$ cat src/rtl/s88cd_pkg.sv
package s88cd_pkg;

  // One S88 module carries eight sensor bits; one image row holds one module.
  localparam int BITS_PER_MODULE = 8;
  localparam int BPM_W = 3;

  localparam int CMD_W = 2;
  localparam int KIND_W = 2;
  localparam int ID_W = 10;
  localparam int MC_W = 7;
  localparam int CFG_IDX_W = 1;

  localparam logic [CMD_W-1:0] CMD_START  = 2'd0;
  localparam logic [CMD_W-1:0] CMD_SHIFT  = 2'd1;
  localparam logic [CMD_W-1:0] CMD_FORGET = 2'd2;

  localparam logic [KIND_W-1:0] EV_CHANGE = 2'd0;
  localparam logic [KIND_W-1:0] EV_SCAN   = 2'd1;
  localparam logic [KIND_W-1:0] EV_ACK    = 2'd2;

  localparam logic [CFG_IDX_W-1:0] CFG_MODULES = 1'b0;
  localparam logic [CFG_IDX_W-1:0] CFG_REPORT  = 1'b1;

  localparam logic [MC_W-1:0] MC_RESET = 7'd2;

  // Result record queue.
  localparam int RF_DEPTH = 4;
  localparam int RF_AW = $clog2(RF_DEPTH);
  localparam int RF_CW = $clog2(RF_DEPTH + 1);

  typedef logic [BITS_PER_MODULE-1:0] row_t;

  typedef struct packed {
    logic empty;
    logic room;
  } img_stat_t;

  // Every result that one input item causes, in delivery order:
  // acknowledge, left change, right change, scan summary.
  typedef struct packed {
    logic            ack;
    logic            lev;
    logic [ID_W-1:0] lid;
    logic            lact;
    logic            rev;
    logic [ID_W-1:0] rid;
    logic            ract;
    logic            sum;
    logic            chg;
  } rec_t;

endpackage

$ cat src/rtl/dual_s88_scan_change_detect.sv
// Dual S88 feedback scanner with change detection.
//
// Input channel (in_valid/in_ready): one transfer carries a command (start,
// shift, forget), the two sampled chain bits and the program-enable level.
// Output channel (out_valid/out_ready): one transfer carries one result:
// a command acknowledge, a sensor change, or the scan summary. The final
// result caused by an input item has last set.
// Configuration (cfg_wr_en/cfg_index/cfg_data) writes the module count or
// the report mode, as cfg_index selects; a new module count is used at the
// next start. Results of an item are queued at its transfer and offered in
// order. One item can be taken every cycle while in_ready is high. The
// sensor image is a RAM of one 8-bit row per module with a single write
// port; a pair of finished rows drains through a small write-back buffer,
// and a start that finds that buffer busy, or that abandons a partly
// scanned module, holds in_ready low while the rows are written and the
// first pair is fetched again. A receiver stall fills the result queue
// (four items), after which in_ready drops until results are taken. Reset
// clears all control state and marks every image row unwritten, so the
// image reads as all clear without any clearing pass; the block is ready
// as soon as reset ends.
module dual_s88_scan_change_detect #(
  parameter int MAX_MODULES = 64
) (
  input  logic                             clk,
  input  logic                             rst,
  input  logic                             cfg_wr_en,
  input  logic [s88cd_pkg::CFG_IDX_W-1:0]  cfg_index,
  input  logic [s88cd_pkg::MC_W-1:0]       cfg_data,
  input  logic                             in_valid,
  output logic                             in_ready,
  input  logic [s88cd_pkg::CMD_W-1:0]      cmd,
  input  logic                             bit_left,
  input  logic                             bit_right,
  input  logic                             report_allowed,
  output logic                             out_valid,
  input  logic                             out_ready,
  output logic [s88cd_pkg::KIND_W-1:0]     event_kind,
  output logic [s88cd_pkg::ID_W-1:0]       sensor_id,
  output logic                             sensor_active,
  output logic                             scan_changed,
  output logic                             last
);

  import s88cd_pkg::*;

  localparam int HALF_MAX = (MAX_MODULES / 2) * BITS_PER_MODULE;
  // Shift counter within one chain, modules per chain, image row address.
  localparam int SW = $clog2(HALF_MAX);
  localparam int HW = $clog2(MAX_MODULES / 2 + 1);
  localparam int AW = $clog2(MAX_MODULES);
  localparam int CW = HW + BPM_W;

  // Configuration registers.
  logic [MC_W-1:0] module_count;
  logic            report_mode;

  // Scan state.
  logic            image_valid;
  logic            scan_active;
  logic            any_change;
  logic            skipped;
  logic [SW-1:0]   shift_count;
  logic [HW-1:0]   h8;
  logic            fetch_pending;
  row_t            work_l;
  row_t            work_r;

  logic            acc;
  logic            is_start;
  logic            is_shift;
  logic            is_forget;
  logic            shift_go;
  logic            abort;
  logic            start_read_now;
  logic            fetch_issue;

  logic [MC_W-1:0]    mc_clamp;
  logic [HW-1:0]      h8_new;
  logic [CW-1:0]      half;
  logic [BPM_W-1:0]   bpos;
  logic               first;
  logic               grp_end;
  logic               last_shift;
  logic [AW-1:0]      grp;

  row_t  cur_l;
  row_t  cur_r;
  row_t  new_l;
  row_t  new_r;
  logic  diff_l;
  logic  diff_r;
  logic  upd_l;
  logic  upd_r;
  logic  any_next;
  logic  skip_next;

  // Image interface.
  logic             img_rd_en;
  logic [AW-1:0]    img_rd_row_l;
  logic [AW-1:0]    img_rd_row_r;
  row_t             img_rd_l;
  row_t             img_rd_r;
  logic             img_wb_en;
  row_t             img_wb_l;
  row_t             img_wb_r;
  img_stat_t        img_stat;

  // Result queue interface.
  rec_t             rec;
  logic             rf_push;
  logic             rf_full;

  assign in_ready = !fetch_pending && img_stat.room && !rf_full;
  assign acc      = in_valid && in_ready;

  assign is_start  = (cmd == CMD_START);
  assign is_shift  = (cmd == CMD_SHIFT);
  assign is_forget = (cmd == CMD_FORGET);

  // Module count is clamped and rounded down to even; h8 is modules per chain.
  assign mc_clamp = (module_count > MC_W'(MAX_MODULES)) ? MC_W'(MAX_MODULES) : module_count;
  assign h8_new   = HW'(mc_clamp >> 1);
  assign half     = {h8, {BPM_W{1'b0}}};

  assign bpos       = shift_count[BPM_W-1:0];
  assign first      = (bpos == '0);
  assign grp_end    = &bpos;
  assign grp        = AW'(shift_count >> BPM_W);
  assign last_shift = ((CW'(shift_count) + CW'(1)) == half);

  assign shift_go = acc && is_shift && scan_active;

  // Leaving a module half done: its working rows still hold the only copy
  // of the bits already updated, so they go back to the image.
  assign abort = acc && (is_start || is_forget) && scan_active && !first;

  assign start_read_now = acc && is_start && !abort && img_stat.empty;
  assign fetch_issue    = fetch_pending && img_stat.empty;

  // The first bit of a module takes its row fresh from the image; later bits
  // work on the row held in the working register.
  always_comb begin
    cur_l = first ? img_rd_l : work_l;
    cur_r = first ? img_rd_r : work_r;

    diff_l = !image_valid || (cur_l[bpos] != bit_left);
    diff_r = !image_valid || (cur_r[bpos] != bit_right);
    upd_l  = diff_l && report_allowed;
    upd_r  = diff_r && report_allowed;

    new_l = cur_l;
    new_r = cur_r;
    if (upd_l) begin
      new_l[bpos] = bit_left;
    end
    if (upd_r) begin
      new_r[bpos] = bit_right;
    end

    any_next  = any_change || diff_l || diff_r;
    skip_next = skipped || ((diff_l || diff_r) && !report_allowed);
  end

  // Row reads: the pair for a new scan, or the next module's pair fetched
  // on the last bit of the current module.
  always_comb begin
    img_rd_en = fetch_issue || start_read_now || (shift_go && grp_end);
    if (fetch_issue) begin
      img_rd_row_l = '0;
      img_rd_row_r = AW'(h8);
    end else if (acc && is_start) begin
      img_rd_row_l = '0;
      img_rd_row_r = AW'(h8_new);
    end else begin
      img_rd_row_l = grp + AW'(1);
      img_rd_row_r = AW'(h8) + grp + AW'(1);
    end
  end

  assign img_wb_en = (shift_go && grp_end) || abort;
  assign img_wb_l  = shift_go ? new_l : work_l;
  assign img_wb_r  = shift_go ? new_r : work_r;

  always_comb begin
    rec      = '0;
    rec.ack  = is_start || is_forget;
    rec.lev  = shift_go && upd_l && report_mode;
    rec.lid  = ID_W'(shift_count) + ID_W'(1);
    rec.lact = bit_left;
    rec.rev  = shift_go && upd_r && report_mode;
    rec.rid  = ID_W'(half) + ID_W'(shift_count) + ID_W'(1);
    rec.ract = bit_right;
    rec.sum  = shift_go && last_shift;
    rec.chg  = any_next;
  end

  assign rf_push = acc && (rec.ack || rec.lev || rec.rev || rec.sum);

  always_ff @(posedge clk) begin
    if (shift_go) begin
      work_l <= new_l;
      work_r <= new_r;
    end
  end

  always_ff @(posedge clk) begin
    if (rst) begin
      module_count  <= MC_RESET;
      report_mode   <= 1'b0;
      image_valid   <= 1'b0;
      scan_active   <= 1'b0;
      any_change    <= 1'b0;
      skipped       <= 1'b0;
      shift_count   <= '0;
      h8            <= '0;
      fetch_pending <= 1'b0;
    end else begin
      if (cfg_wr_en) begin
        case (cfg_index)
          CFG_MODULES: module_count <= cfg_data;
          CFG_REPORT:  report_mode <= cfg_data[0];
          default: ;
        endcase
      end
      if (fetch_issue) begin
        fetch_pending <= 1'b0;
      end
      if (acc) begin
        case (cmd)
          CMD_START: begin
            h8            <= h8_new;
            shift_count   <= '0;
            any_change    <= 1'b0;
            skipped       <= 1'b0;
            scan_active   <= (h8_new != '0);
            fetch_pending <= !start_read_now;
          end
          CMD_FORGET: begin
            image_valid <= 1'b0;
            scan_active <= 1'b0;
            shift_count <= '0;
          end
          CMD_SHIFT: begin
            if (scan_active) begin
              any_change <= any_next;
              skipped    <= skip_next;
              if (last_shift) begin
                if (!skip_next) begin
                  image_valid <= 1'b1;
                end
                scan_active <= 1'b0;
                shift_count <= '0;
              end else begin
                shift_count <= shift_count + SW'(1);
              end
            end
          end
          default: ;
        endcase
      end
    end
  end

  s88cd_image #(
    .ROW_AW(AW)
  ) u_image (
    .clk       (clk),
    .rst       (rst),
    .rd_en     (img_rd_en),
    .rd_row_l  (img_rd_row_l),
    .rd_row_r  (img_rd_row_r),
    .rd_data_l (img_rd_l),
    .rd_data_r (img_rd_r),
    .wb_en     (img_wb_en),
    .wb_row_l  (grp),
    .wb_data_l (img_wb_l),
    .wb_row_r  (AW'(h8) + grp),
    .wb_data_r (img_wb_r),
    .stat      (img_stat)
  );

  s88cd_rfifo u_rfifo (
    .clk           (clk),
    .rst           (rst),
    .push          (rf_push),
    .rec           (rec),
    .full          (rf_full),
    .out_valid     (out_valid),
    .out_ready     (out_ready),
    .event_kind    (event_kind),
    .sensor_id     (sensor_id),
    .sensor_active (sensor_active),
    .scan_changed  (scan_changed),
    .last          (last)
  );

  // Every start or forget transfer is answered, so a result is waiting next cycle.
  a_cmd_answered: assert property (@(posedge clk) disable iff (rst)
    acc && (is_start || is_forget) |=> out_valid)
    else $error("command transfer left no result");

  // A running scan never counts past the chain length latched at start.
  a_count_bound: assert property (@(posedge clk) disable iff (rst)
    scan_active |-> (CW'(shift_count) < half))
    else $error("shift count beyond chain length");

  // Chains are whole modules long, so the final shift always closes a row.
  a_end_on_row: assert property (@(posedge clk) disable iff (rst)
    shift_go && last_shift |-> grp_end && img_wb_en)
    else $error("scan ended inside a module row");

endmodule

$ cat src/rtl/s88cd_ram.sv
module s88cd_ram #(
  parameter int WIDTH = 8,
  parameter int DEPTH = 64
) (
  input  logic                                 clk,
  input  logic                                 we,
  input  logic [((DEPTH > 1) ? $clog2(DEPTH) : 1)-1:0] waddr,
  input  logic [WIDTH-1:0]                     wdata,
  input  logic                                 re,
  input  logic [((DEPTH > 1) ? $clog2(DEPTH) : 1)-1:0] raddr_a,
  input  logic [((DEPTH > 1) ? $clog2(DEPTH) : 1)-1:0] raddr_b,
  output logic [WIDTH-1:0]                     rdata_a,
  output logic [WIDTH-1:0]                     rdata_b
);

  logic [WIDTH-1:0] mem [DEPTH];

  always_ff @(posedge clk) begin
    if (we) begin
      mem[waddr] <= wdata;
    end
    if (re) begin
      rdata_a <= mem[raddr_a];
      rdata_b <= mem[raddr_b];
    end
  end

endmodule

$ cat src/rtl/s88cd_image.sv
module s88cd_image #(
  parameter int ROW_AW = 6
) (
  input  logic                    clk,
  input  logic                    rst,
  input  logic                    rd_en,
  input  logic [ROW_AW-1:0]       rd_row_l,
  input  logic [ROW_AW-1:0]       rd_row_r,
  output s88cd_pkg::row_t         rd_data_l,
  output s88cd_pkg::row_t         rd_data_r,
  input  logic                    wb_en,
  input  logic [ROW_AW-1:0]       wb_row_l,
  input  s88cd_pkg::row_t         wb_data_l,
  input  logic [ROW_AW-1:0]       wb_row_r,
  input  s88cd_pkg::row_t         wb_data_r,
  output s88cd_pkg::img_stat_t    stat
);

  import s88cd_pkg::*;

  localparam int ROWS = 1 << ROW_AW;
  localparam int WB_DEPTH = 4;
  localparam int WB_AW = $clog2(WB_DEPTH);
  localparam int WB_CW = $clog2(WB_DEPTH + 1);

  typedef struct packed {
    logic [ROW_AW-1:0] row;
    row_t              data;
  } wb_ent_t;

  wb_ent_t          wb_q [WB_DEPTH];
  logic [WB_AW-1:0] wb_wp;
  logic [WB_AW-1:0] wb_rp;
  logic [WB_CW-1:0] wb_cnt;
  logic [WB_CW-1:0] wb_cnt_next;
  logic             wb_pop;
  wb_ent_t          wb_head;

  logic [ROWS-1:0]  row_ok;
  logic             ok_l;
  logic             ok_r;
  row_t             ram_l;
  row_t             ram_r;

  // A finished row pair arrives at once; the RAM takes one row per cycle.
  assign wb_head = wb_q[wb_rp];
  assign wb_pop = (wb_cnt != '0);

  always_comb begin
    wb_cnt_next = wb_cnt;
    if (wb_en) begin
      wb_cnt_next = wb_cnt_next + WB_CW'(2);
    end
    if (wb_pop) begin
      wb_cnt_next = wb_cnt_next - WB_CW'(1);
    end
  end

  always_ff @(posedge clk) begin
    if (wb_en) begin
      wb_q[wb_wp]             <= '{row: wb_row_l, data: wb_data_l};
      wb_q[wb_wp + WB_AW'(1)] <= '{row: wb_row_r, data: wb_data_r};
    end
  end

  always_ff @(posedge clk) begin
    if (rst) begin
      wb_wp  <= '0;
      wb_rp  <= '0;
      wb_cnt <= '0;
      row_ok <= '0;
    end else begin
      if (wb_en) begin
        wb_wp <= wb_wp + WB_AW'(2);
      end
      if (wb_pop) begin
        wb_rp <= wb_rp + WB_AW'(1);
        row_ok[wb_head.row] <= 1'b1;
      end
      wb_cnt <= wb_cnt_next;
    end
  end

  // A row that was never written reads as all clear.
  always_ff @(posedge clk) begin
    if (rd_en) begin
      ok_l <= row_ok[rd_row_l];
      ok_r <= row_ok[rd_row_r];
    end
  end

  s88cd_ram #(
    .WIDTH(BITS_PER_MODULE),
    .DEPTH(ROWS)
  ) u_ram (
    .clk     (clk),
    .we      (wb_pop),
    .waddr   (wb_head.row),
    .wdata   (wb_head.data),
    .re      (rd_en),
    .raddr_a (rd_row_l),
    .raddr_b (rd_row_r),
    .rdata_a (ram_l),
    .rdata_b (ram_r)
  );

  assign rd_data_l = ok_l ? ram_l : '0;
  assign rd_data_r = ok_r ? ram_r : '0;

  assign stat.empty = (wb_cnt == '0);
  assign stat.room  = (wb_cnt <= WB_CW'(WB_DEPTH - 2));

endmodule

$ cat src/rtl/s88cd_rfifo.sv
module s88cd_rfifo (
  input  logic                          clk,
  input  logic                          rst,
  input  logic                          push,
  input  s88cd_pkg::rec_t               rec,
  output logic                          full,
  output logic                          out_valid,
  input  logic                          out_ready,
  output logic [s88cd_pkg::KIND_W-1:0]  event_kind,
  output logic [s88cd_pkg::ID_W-1:0]    sensor_id,
  output logic                          sensor_active,
  output logic                          scan_changed,
  output logic                          last
);

  import s88cd_pkg::*;

  localparam int SUB_N = 4;

  rec_t             q [RF_DEPTH];
  logic [RF_AW-1:0] wp;
  logic [RF_AW-1:0] rp;
  logic [RF_CW-1:0] cnt;
  logic [SUB_N-1:0] done;
  rec_t             head;
  logic [SUB_N-1:0] pres;
  logic [SUB_N-1:0] rem;
  logic [SUB_N-1:0] sel;
  logic             xfer;
  logic             pop;

  assign head = q[rp];
  assign pres = {head.sum, head.rev, head.lev, head.ack};
  assign rem  = pres & ~done;
  // Lowest outstanding result of the head record goes out first.
  assign sel  = rem & (~rem + SUB_N'(1));
  assign last = ((rem & ~sel) == '0);

  assign out_valid = (cnt != '0);
  assign full      = (cnt == RF_CW'(RF_DEPTH));
  assign xfer      = out_valid && out_ready;
  assign pop       = xfer && last;

  always_comb begin
    event_kind    = EV_ACK;
    sensor_id     = '0;
    sensor_active = 1'b0;
    scan_changed  = 1'b0;
    if (sel[1]) begin
      event_kind    = EV_CHANGE;
      sensor_id     = head.lid;
      sensor_active = head.lact;
    end else if (sel[2]) begin
      event_kind    = EV_CHANGE;
      sensor_id     = head.rid;
      sensor_active = head.ract;
    end else if (sel[3]) begin
      event_kind   = EV_SCAN;
      scan_changed = head.chg;
    end
  end

  always_ff @(posedge clk) begin
    if (push) begin
      q[wp] <= rec;
    end
  end

  always_ff @(posedge clk) begin
    if (rst) begin
      wp   <= '0;
      rp   <= '0;
      cnt  <= '0;
      done <= '0;
    end else begin
      if (push) begin
        wp <= wp + RF_AW'(1);
      end
      if (pop) begin
        rp   <= rp + RF_AW'(1);
        done <= '0;
      end else if (xfer) begin
        done <= done | sel;
      end
      cnt <= cnt + RF_CW'(push) - RF_CW'(pop);
    end
  end

endmodule

$ cat config.mk
export PLATFORM = sky130hd
export DESIGN_NAME = dual_s88_scan_change_detect
export DESIGN_NICKNAME = d
export VERILOG_FILES = /design/src/rtl/s88cd_pkg.sv /design/src/rtl/dual_s88_scan_change_detect.sv /design/src/rtl/s88cd_ram.sv /design/src/rtl/s88cd_image.sv /design/src/rtl/s88cd_rfifo.sv
export SDC_FILE = /design/constraint.sdc
export NUM_CORES = 2
export LEC_CHECK = 0
export BUFFER_PORTS_ARGS = -buffer_cell sky130_fd_sc_hd__buf_2
export CELL_PAD_IN_SITES_DETAIL_PLACEMENT = 1
export CELL_PAD_IN_SITES_GLOBAL_PLACEMENT = 2
export CORE_MARGIN = 1
export CORE_UTILIZATION = 35
export DETAILED_ROUTE_END_ITERATION = 16
export GPL_TIMING_DRIVEN = 0
export PLACE_DENSITY_LB_ADDON = 0.1
export SYNTH_ARGS = -nofsm -noshare
export SYNTH_HDL_FRONTEND = slang
export SYNTH_HIERARCHICAL = 1
export SYNTH_SLANG_ARGS = --single-unit
$ cat constraint.sdc
create_clock -name clk -period 5.8 [get_ports clk]
set_input_delay 0.29 -clock clk [delete_from_list [all_inputs] [get_ports clk]]
set_output_delay 0.29 -clock clk [all_outputs]
set_load 0.02 [all_outputs]
==> results.tsv <==
stage	metric	value	unit
critical_path	worst path required time	6.31	ns
clocking	Clock Sinks	822	
logic_synthesis	top post-synthesis cells by area	edfxtp_1 (54%), mux4_2 (20%), dfxtp_1 (6.6%)	
clocking	CTS Buf Count	96	
logic_synthesis	top cell type's share of synthesized area	0.5396	
place	GPL Wtd Cong	0.9347	
timing	final hold violation count	0	
detailed_routing	DR iter-0 viols	1760	
logic_synthesis	post-synth top area cell	edfxtp_1	
power_and_ir_drop	switching power	5.517	mW
global_route	grt ovf	0	
timing	worst setup margin	0.1485	ns
cells_and_area	fillers	10737	
timing	setup TNS	0	ns
logic_synthesis	Syn Std Cell Area	38620	sq um
logic_synthesis	most common cell in the netlist	edfxtp_1	
detailed_routing	final WL	129.0	mm
global_route	first-pass GRT wire length	184.6	mm
power_and_ir_drop	sw frac	0.3101	
critical_path	Setup crit end kind	register	
power_and_ir_drop	Comb power frac	0.242	
detailed_routing	routed vias/inst	5.657	
timing	pin slew with the least headroom to its limit	1.295	ns
cells_and_area	layout cells sized above 1	0.2700	
critical_path	Critical Path Fanout Max	10	
place	Setup WS pre-CTS	-1.501	ns
detailed_routing	vias	23153	
global_route	vias in the first global route	24769	
timing	Worst Skew	0.04004	ns
power_and_ir_drop	Reg power frac	0.423	
logic_synthesis	number of unique standard cell types used by synthesis	103	
critical_path	Startpoint Class	register	
run_status	outcome	complete, no violations	
timing	fin. max-slew vios	0	
place	port bufs	34	
timing	Tmin final	5.652	ns
power_and_ir_drop	power share of the clock group	0.335	
run	Max-Cap Viols	0	
clocking	clk_lat worst skew	0.69	ns
detailed_routing	DR pass1 iterations	7	
die	Ports	35	
timing	Slew Limit Headroom	0.1364	
logic_synthesis	Yosys warnings	6	
worst_hold_path	Hold WC Path Type	input port to register	
timing	unrepaired setup endpoints after global routing	yes	
logic_synthesis	Synth Flop Type	edfxtp_1	
die	Die Span X	334.2	um
place	placed cells	3901	
power_and_ir_drop	LEAKAGE	14.23	nW
worst_hold_path	Worst Hold Depth	3	
cells_and_area	storage element area	23400	sq um
clocking	CTS tree	yes	
logic_synthesis	share of synthesized registers carrying an async set or reset	0	
timing	Fmax	176.9	MHz
clocking	Reg clk slew, reported paths	0.06	ns
global_route	largest net degree at the start of global routing	65	
timing	Tcrit/Tclk final	0.9744	
logic_synthesis	synth cell count leaders	edfxtp_1 (694), mux4_2 (340), nor2_1 (194)	
detailed_routing	routed len/inst	31.52	um
timing	Final Setup Violations	0	
clocking	deepest clock path buffer count	3	
detailed_routing	post-route ant nets	0	
critical_path	worst r2r src	u_image/wb_cnt[1]	
global_route	Tot GR Track Use	0.2332	
place	placed cell area	40790	sq um
logic_synthesis	register bit total from synthesis	822	
clocking	clock root cell	clkbuf_16	
die	initial core utilization	0.3538	
cells_and_area	nets@finish	2575	
detailed_routing	drt drc	0	
cells_and_area	Layout area overhead	14.36	%
power_and_ir_drop	Overall Power	17.79	mW
critical_path	R2R cell count	15	
die	std cell rows	121	
critical_path	critical path arrival	6.16	ns
cells_and_area	area of the multi-input gates	14330	sq um
cells_and_area	Post-Layout Cell Count	4093	
die	die area	111700	sq um
critical_path	FF-to-FF setup slack	0.15	ns
power_and_ir_drop	internal power	12.27	mW
place	dpl hpwl	93.76	mm
critical_path	critical path class	register to register	
logic_synthesis	Syn Area/Cell	16.23	sq um
critical_path	FF-to-FF End	u_image/u_ram/rdata_a[5]	
logic_synthesis	sequential fraction of the synthesis area	0.6060	
timing	final hold slack	0.1355	ns
clocking	H-tree depth	3	
logic_synthesis	cells after synthesis	2379	
cells_and_area	fin util	0.4046	
power_and_ir_drop	Worst IR Drop VDD	263.3	uV
cells_and_area	final non-filler cell area	44160	sq um
worst_hold_path	critical hold path startpoint	rst	
global_route	initial antenna violation count	2	
die	Die Y	334.2	um
power_and_ir_drop	total power divided by cell area	402.8	nW/um^2
logic_synthesis	Post-synth EDFFs	694	
die	core region area	109200	sq um
[cell usage in the layout (no fill, tap or decap), types with 9 or more instances in the layout]
master | Yosys | routed
clkbuf_4 | 0 | 17
ha_1 | 22 | 22
clkbuf_1 | 68 | 78
clkbuf_2 | 1 | 13
and2_1 | 32 | 27
o21ai_1 | 12 | 15
mux2_2 | 9 | 9
clkinv_1 | 0 | 16
inv_1 | 49 | 49
buf_4 | 17 | 21
o21ai_0 | 37 | 33
nor2b_1 | 27 | 26
buf_2 | 49 | 70
a22oi_1 | 25 | 19
a211oi_1 | 11 | 11
a221oi_1 | 12 | 12
edfxtp_1 | 694 | 694
dlygate4sd3_1 | 0 | 11
nand2b_1 | 9 | 9
o211ai_1 | 12 | 12
clkbuf_16 | 0 | 99
nand2_1 | 104 | 104
nor2_1 | 194 | 192
nor3_1 | 22 | 19
dfxtp_1 | 128 | 128
nand3_1 | 49 | 49
xor2_1 | 10 | 10
a21oi_1 | 110 | 109
mux2i_1 | 86 | 83
xnor2_1 | 19 | 19
o22ai_1 | 34 | 34
mux4_2 | 340 | 344
a31oi_1 | 12 | 11
clkinv_2 | 0 | 15
[cell type report]
type	instances	share of cell area
multi-input combinational	1353	0.3245
timing repair buffer	53	0.009406
clock buffer	128	0.05969
buffer	157	0.01986
clock inverter	52	0.01045
sequential	822	0.5299
antenna	2	0.0001133
inverter	50	0.004250
tap	1476	0.04182
[cells by family after synthesis]
| logic type | share of synthesized area |
|---|---|
| AO/OA/AOI/OAI | 0.05806 |
| XOR/XNOR | 0.008164 |
| AND/OR/NAND/NOR | 0.06742 |
| buffers and inverters | 0.02556 |
| adder cells (fa/ha/maj) | 0.008164 |
| multiplexers | 0.2266 |
| other | 0.00009710 |
| flip-flops | 0.6060 |
[layer usage]
metal  part of all wire  GRT usage
met4              0.040    0.09428
met1               0.42     0.3014
met3              0.045    0.03427
met2               0.49     0.3936
met5                  0          0
[power groups by stage]
| stage | combinational, mW | sequential (mW) | clock [mW] |
|---|---|---|---|
| after CTS | 4.33 | 7.53 | 6.14 |
| after global routing | 4.57 | 7.56 | 6.33 |
| after detailed placement | 4.31 | 7.65 | 0 |
| final | 4.31 | 7.53 | 5.95 |
| after global placement | 4.14 | 7.67 | 0 |
| after floorplan | 2.63 | 7.58 | 0 |
[flip-flops by register name, indices dropped and copies added, names as in the netlist, 56 cells and up, named ones only]
name               flops
u_image/u_ram/mem    512
u_rfifo/q            108
u_image/row_ok        64
u_image/wb_q          56
[how the worst max path moves through the flow]
stage	from	end	slack (ns)	cells past startpoint
after floorplan	u_image/wb_cnt[1]	u_image/u_ram/rdata_b[4]	1.74	17
after global placement	u_image/wb_cnt[1]	u_image/u_ram/rdata_b[3]	-1.45	17
after detailed placement	u_image/wb_cnt[1]	u_image/u_ram/rdata_b[3]	-1.50	17
after CTS	u_image/wb_cnt[1]	u_image/u_ram/rdata_b[0]	0.01	18
after global routing	u_image/wb_cnt[1]	u_image/u_ram/rdata_b[4]	-0.01	17
final	u_image/wb_cnt[1]	u_image/u_ram/rdata_a[5]	0.15	15
[critical path, stage by stage (launching register included)]
cell and delay, ns:
dfxtp_1 0.38, inv_1 0.06, ha_1 0.19, a31o_2 0.29, nor4bb_1 0.17, buf_2 0.23, nand2_1 0.12, clkbuf_2 0.29
nand2_1 0.25, nor2_1 0.58, clkbuf_2 0.58, clkbuf_1 0.69, nor2_1 0.38, a22oi_1 0.73, o21ai_1 0.26, o22ai_1 0.25
[repair_timing]
| item | in CTS | in global routing |
|---|---|---|
| hold buffers | 11 | 0 |
| endpoints found under the setup margin | 15 | 15 |
| pin swaps | 1 | 0 |
| endpoints found under the hold margin | 16 | 0 |
| resized for setup | 33 | 39 |
| buffers inserted | 1 | 0 |
Note: power is estimated with default switching activity, not from simulation.
